[src/rtl/core/process_record_sorter_defines.svh]
// Assertion macros for the process record sorter.
// Included by the top level; expects aclk and aresetn in scope.
`ifndef PROCESS_RECORD_SORTER_DEFINES_SVH
`define PROCESS_RECORD_SORTER_DEFINES_SVH

// The consequent must hold in the same cycle as the antecedent.
`define PRS_ASSERT_SAME(label, ante, cons) \
    label: assert property (@(posedge aclk) disable iff (!aresetn) (ante) |-> (cons)) \
        else $error("process_record_sorter: same-cycle check failed");

// The consequent must hold in the cycle after the antecedent.
`define PRS_ASSERT_NEXT(label, ante, cons) \
    label: assert property (@(posedge aclk) disable iff (!aresetn) (ante) |=> (cons)) \
        else $error("process_record_sorter: next-cycle check failed");

`endif

[src/rtl/core/prs_pkg.sv]
// Shared types and constants for the process record sorter.
// No dependencies; used by every module of the block.
package prs_pkg;

    localparam int PID_W       = 22;
    localparam int OWNER_W     = 32;
    localparam int LOAD_W      = 7;
    localparam int PAGES_W     = 32;
    localparam int THREADS_W   = 16;
    localparam int KEY_W       = 32;
    localparam int CFG_INDEX_W = 4;
    localparam int CFG_DATA_W  = 8;

    // Configuration register indexes.
    localparam logic [CFG_INDEX_W-1:0] REG_SORT_KEY   = 4'd0;
    localparam logic [CFG_INDEX_W-1:0] REG_SORT_ORDER = 4'd1;

    // Sort key selection codes.
    localparam logic [1:0] KEY_PID     = 2'd0;
    localparam logic [1:0] KEY_LOAD    = 2'd1;
    localparam logic [1:0] KEY_PAGES   = 2'd2;
    localparam logic [1:0] KEY_THREADS = 2'd3;

    // Sort direction codes.
    localparam logic ORDER_DESC = 1'b0;
    localparam logic ORDER_ASC  = 1'b1;

    typedef struct packed {
        logic [1:0] key;
        logic       order;
    } sort_cfg_t;

    typedef struct packed {
        logic [PID_W-1:0]     proc_id;
        logic [OWNER_W-1:0]   owner_id;
        logic [LOAD_W-1:0]    load_pct;
        logic [PAGES_W-1:0]   resident_pages;
        logic [THREADS_W-1:0] thread_count;
    } rec_t;

    typedef struct packed {
        logic [PID_W-1:0]     proc_id;
        logic [OWNER_W-1:0]   owner_id;
        logic [LOAD_W-1:0]    load_pct;
        logic [PAGES_W-1:0]   resident_pages;
        logic [THREADS_W-1:0] thread_count;
        logic                 final_record;
    } in_rec_t;

    typedef struct packed {
        logic [PID_W-1:0]     out_proc_id;
        logic [OWNER_W-1:0]   out_owner_id;
        logic [LOAD_W-1:0]    out_load_pct;
        logic [PAGES_W-1:0]   out_resident_pages;
        logic [THREADS_W-1:0] out_thread_count;
        logic                 out_final;
        logic                 records_dropped;
    } out_rec_t;

endpackage

[src/rtl/core/prs_key_cmp.sv]
// Shared compare unit: decides whether two neighbouring records exchange places.
// Depends on prs_pkg for the record and configuration types.
module prs_key_cmp (
    input  prs_pkg::sort_cfg_t cfg,
    input  prs_pkg::rec_t      cur,
    input  prs_pkg::rec_t      nxt,
    output logic               swap
);

    function automatic logic [prs_pkg::KEY_W-1:0] key_of(input prs_pkg::rec_t r,
                                                         input logic [1:0] sel);
        logic [prs_pkg::KEY_W-1:0] k;
        unique case (sel)
            prs_pkg::KEY_PID:     k = prs_pkg::KEY_W'(r.proc_id);
            prs_pkg::KEY_LOAD:    k = prs_pkg::KEY_W'(r.load_pct);
            prs_pkg::KEY_PAGES:   k = prs_pkg::KEY_W'(r.resident_pages);
            prs_pkg::KEY_THREADS: k = prs_pkg::KEY_W'(r.thread_count);
            default:              k = prs_pkg::KEY_W'(r.proc_id);
        endcase
        return k;
    endfunction

    logic [prs_pkg::KEY_W-1:0] cur_key;
    logic [prs_pkg::KEY_W-1:0] nxt_key;

    assign cur_key = key_of(cur, cfg.key);
    assign nxt_key = key_of(nxt, cfg.key);

    // Strict compares only, so equal keys never move and the sort stays stable.
    assign swap = (cfg.order == prs_pkg::ORDER_ASC) ? (nxt_key < cur_key)
                                                    : (nxt_key > cur_key);

endmodule

[config.mk]
export PLATFORM = sky130hd
export DESIGN_NAME = prs_key_cmp
export DESIGN_NICKNAME = d
export VERILOG_FILES = /design/src/rtl/core/process_record_sorter_defines.svh /design/src/rtl/core/prs_pkg.sv /design/src/rtl/core/prs_key_cmp.sv
export SDC_FILE = /design/constraint.sdc
export NUM_CORES = 1
export LEC_CHECK = 0
export ABC_AREA = 1
export BUFFER_PORTS_ARGS = -buffer_cell sky130_fd_sc_hd__buf_2
export CAP_MARGIN = 20
export CORE_AREA = 2 2 85 87
export DETAILED_ROUTE_END_ITERATION = 8
export DIE_AREA = 0 0 87 89
export PLACE_DENSITY_LB_ADDON = 0.1
export SLEW_MARGIN = 20
export SYNTH_ARGS = -nofsm -noshare
export SYNTH_HDL_FRONTEND = slang
export SYNTH_SLANG_ARGS = --single-unit
[constraint.sdc]
create_clock -name vclk -period 4.6
set_input_delay 0.92 -clock vclk [all_inputs]
set_output_delay 0.92 -clock vclk [all_outputs]
set_load 0.005 [all_outputs]
**Word level (Yosys, flattened, before mapping)**

Index checks and enable logic that the tools add are counted.

- Logic and storage cells: 9
- Input bits: 221
- Output and inout bits: 1
- Flip-flop bits (word level): 0

- Mux-type cells: 3
- Reductions and logical operators: 1
- Order comparisons: 2
- Equal/unequal tests: 3

Operator list:

| kind | count |
|---|---|
| case mux 32 bit (4 select lines) | 2 |
| greater-than comparator 32 bit | 1 |
| < comparator 32 bit | 1 |
| == test 2 bit, second input constant | 2 |
| == test 2 x 1 -> 1 bit, second input constant | 1 |
| logical NOT 2 bit | 1 |
| 2-to-1 mux 1 bit | 1 |

**Longest topological paths before layout**

- Depth in word-level cells: 4
- Gate-level depth with buffers: 22
- Depth with buffers taken out: 22

**Worst setup path before layout**

OpenSTA, ideal clock, no wires.

- Path type: in2out
- Start point: input port cfg[2] in the netlist's numbering
- End point: output port swap
- Setup slack: 1.049 ns
- Cell stages on the path: 13
- Arrival: 2.631 ns
- Required time: 3.680 ns
- Path buffers: 2
- Cells stage by stage: buf_2 > nor2_1 > clkbuf_1 > a22oi_1 > ha_1 > a21o_1 > o21ai_0 > nand2_1 > a21oi_1 > nand2_1 > nand2_1 > nand2_1 > inv_1

- Longest elaborated chain between the ends: 4
- Elaborated cells between the ends (all ways): 9
- Classes of those cells: 2 x order compare; 3 x eq/ne; 3 x mux; 1 x reduce/logical

RTL lines:

| item | line | source |
|---|---|---|
| start: declaration | prs_key_cmp.sv:4 | `input prs_pkg::sort_cfg_t cfg,` |
| == test 2 bit, or another cell as far along | prs_key_cmp.sv:13 | `unique case (sel)` |
| case mux 32 bit (4 select lines) | prs_key_cmp.sv:13 |  |
| greater-than comparator 32 bit / < comparator 32 bit (equally long branches) | prs_key_cmp.sv:31, prs_key_cmp.sv:30 |  |
| 2-to-1 mux 1 bit (*) | prs_key_cmp.sv:30 | `assign swap = (cfg.order == prs_pkg::ORDER_ASC) ? (nxt_key < cur_key)` |
| end: declaration | prs_key_cmp.sv:7 | `output logic swap` |

Mark *: on every way between the ends. The rest lies on a longest branch, timed or not.

**Final worst setup path**

- Start point: input port cfg[1] in the netlist's numbering
- End point: output port swap

The elaborated chain is that of the path after synthesis.

==> run_results.csv <==
group,metric,value,unit
final_layout,drive_gt1_share,37.3,%
placement,place_area,2550,µm²
die,dieArea,7740,µm²
global_route,grt_overflow_total,0,
pwr,pwr_density_cell,95.1,nW/µm²
critical_path,cp_slowest_cell,"inv_1",
drt,wl_per_cell,11.7,µm
drt,num_vias,2483,
sta,setup_viol_count_final,0,
die,num_rows,30,
critical_path,critPathLaunch,"cfg[1]",
logic_synthesis,yosys_warnings,0,
global_route,first_global_vias,2349,
critical_path,path_cells,"buf_2 > nor2_2 > inv_1 > o221ai_1 > ha_1 > nand2_1 > nor2_1 > nand4_1 > nor2_1 > nand2_1 > nand2_1 > nand2_1 > nand2_1 > inv_1 > buf_2",
sta,max_freq,241,MHz
critical_path,max_stage_delay,0.53,ns
sta,fin_crit_sh,90.2,%
outcome,outcome,"finished clean",
final_layout,design.seq.count,0,
critical_path,critPathLaunchType,"input port",
critical_path,arrival,3.23,ns
logic_synthesis,syn_area,1690,µm²
placement,port_buffers,158,
sta,drv_slew,0,
sta,relSlewSlack,52.8,%
logic_synthesis,yosys-top-cells-area,"nand2_1 (25%), ha_1 (24%), nor2_1 (5.8%)",
global_route,antenna_found_initial,0,
logic_synthesis,avgSynthCellArea,5.57,µm²
critical_path,end_kind,"output pin",
final_layout,antenna_cells,0,
drt,routed_wl,6180,µm
sta,fin_crit,4.15,ns
die,initial_core_util,25.1,%
placement,globalplace.congestion,0.788,
final_layout,postLayoutCellArea,2550,µm²
global_route,groute.layer.met3.usage,1.20,%
global_route,grt_max_degree,26,
logic_synthesis,yosysMostFrequentCell,"nand2_1",
sta,hold_viol,0,
critical_path,crit_end,"swap",
global_route,grt_use_total,15.1,%
logic_synthesis,synthTopCellsByCount,"nand2_1 (114), ha_1 (32), nor2_1 (26)",
placement,dp_hpwl,5250,µm
drt,first_pass_iters,4,
final_layout,n_clock_buffer,0,
clocking,hold_buffers,0,
critical_path,path_common_cell,"nand2_1",
drt,drt_iter0_drc,48,
clocking,cts_setup_buffers,0,
pwr,p_leak,1.52,nW
logic_synthesis,synth.net_count,556,
final_layout,areaGrowthSynthToFinish,50.7,%
logic_synthesis,yosysSeqAreaShare,0,%
drt,viasPerCell,4.68,
clocking,ctsResizeCount,0,
pwr,ir_drop,0.0349,mV
sta,tightest_slew,0.707,ns
critical_path,required,3.68,ns
critical_path,worstSetupPathType,"in -> out",
drt,antenna_left,0,
critical_path,cp_top_family,"buffers and inverters",
global_route,grt_use_met1,21.2,%
critical_path,worst-path-stages,15,
logic_synthesis,syn_inst,303,
global_route,grt_first_pass_wirelength,9830,µm
global_route,grt-busiest-layer,"met2",
logic_synthesis,yosysTopAreaCell,"nand2_1",
drt,post-route-drc-count,0,
job,drv_cap,0,
die,die_height,89,µm
sta,rsz0062_at_grt,"false",
final_layout,regArea,0,µm²
die,ios,222,
logic_synthesis,synth_top_area_share,25.3,%
worst_hold_path,hold_class,"in -> out",
critical_path,worst-path-buf-inv,4,
sta,setup_tns,0,ns
final_layout,nNetsFinal,705,
logic_synthesis,yosysUniqueCellTypes,26,
die,die_x,87,µm
global_route,use_met2,26.9,%
critical_path,crit_fanout,24,
die,coreArea,6720,µm²
worst min-delay path by stage:
stage / startpoint / end / slack (ns) / depth (start not counted)
floorplan: cfg[0] / swap / 2.03 / 4
global placement: cfg[0] / swap / 2.22 / 6
detailed placement: cfg[0] / swap / 2.23 / 6
CTS: cfg[0] / swap / 2.23 / 6
global route: cfg[0] / swap / 2.29 / 6
finish: cfg[0] / swap / 2.23 / 6
cell type report:
cell class / count / area (µm²)
well taps: 80 / 100
repair buffers: 163 / 841
fillers: 783 / 4170
multi-input cells: 259 / 1500
inverters: 28 / 105
power by group:
part | leakage [nW] | internal, mW | switching, mW
Combinational | 1.52 | 0.120 | 0.122
Sequential | 0 | 0 | 0
Clock | 0 | 0 | 0
Total | 1.52 | 0.120 | 0.122
layer usage:
layer  wire length [µm]  vias to the layer above
li1                   -                     1340
met5                  0                        -
met2               2790                      100
met1               2930                     1043
met4                  0                        0
met3                459                        0
cell families (layout without fill, tap and decap cells):
group	Yosys count	in the layout	synth area share [%]
AND/OR/NAND/NOR	155	155	36.1
AO/OA/AOI/OAI	72	72	28.9
buffers and inverters	44	191	11.3
adder cells (fa/ha/maj)	32	32	23.7
cells in the final DEF, fill, tap and decap left out:
master	netlist	layout
buf_2	9	158
nand2_1	114	114
ha_1	32	32
inv_1	25	25
nor2_1	26	25
a21oi_1	18	18
a221oi_1	10	10
o21ai_0	9	9
o221ai_1	9	9
a22o_1	8	8
nand3_1	7	7
o21ai_1	5	5
nand4_1	5	5
a22oi_1	4	4
o22ai_1	4	4
buf_4	2	4
inv_2	3	3
a21o_1	2	2
o21a_1	2	2
nand2_2	1	1
nor2_2	0	1
a31oi_1	1	1
nor3_1	1	1
and3_1	1	1
buf_12	0	1
per-stage QoR:
step / power, mW / utilization (%) / hold WS, ns / worst slack [ns] / instances
after detailed placement: 0.244 / 37.9 / 2.23 / 0.430 / 530
after floorplan: 0.144 / - / 2.03 / 1.05 / 303
after global routing: 0.285 / 37.9 / 2.29 / 0.127 / 530
final: 0.242 / 37.9 / 2.23 / 0.449 / 530
after global placement: 0.244 / 37.9 / 2.22 / 0.448 / 530
after CTS: 0.246 / 37.9 / 2.23 / 0.436 / 530
Note: power is estimated with default switching activity, not from simulation.
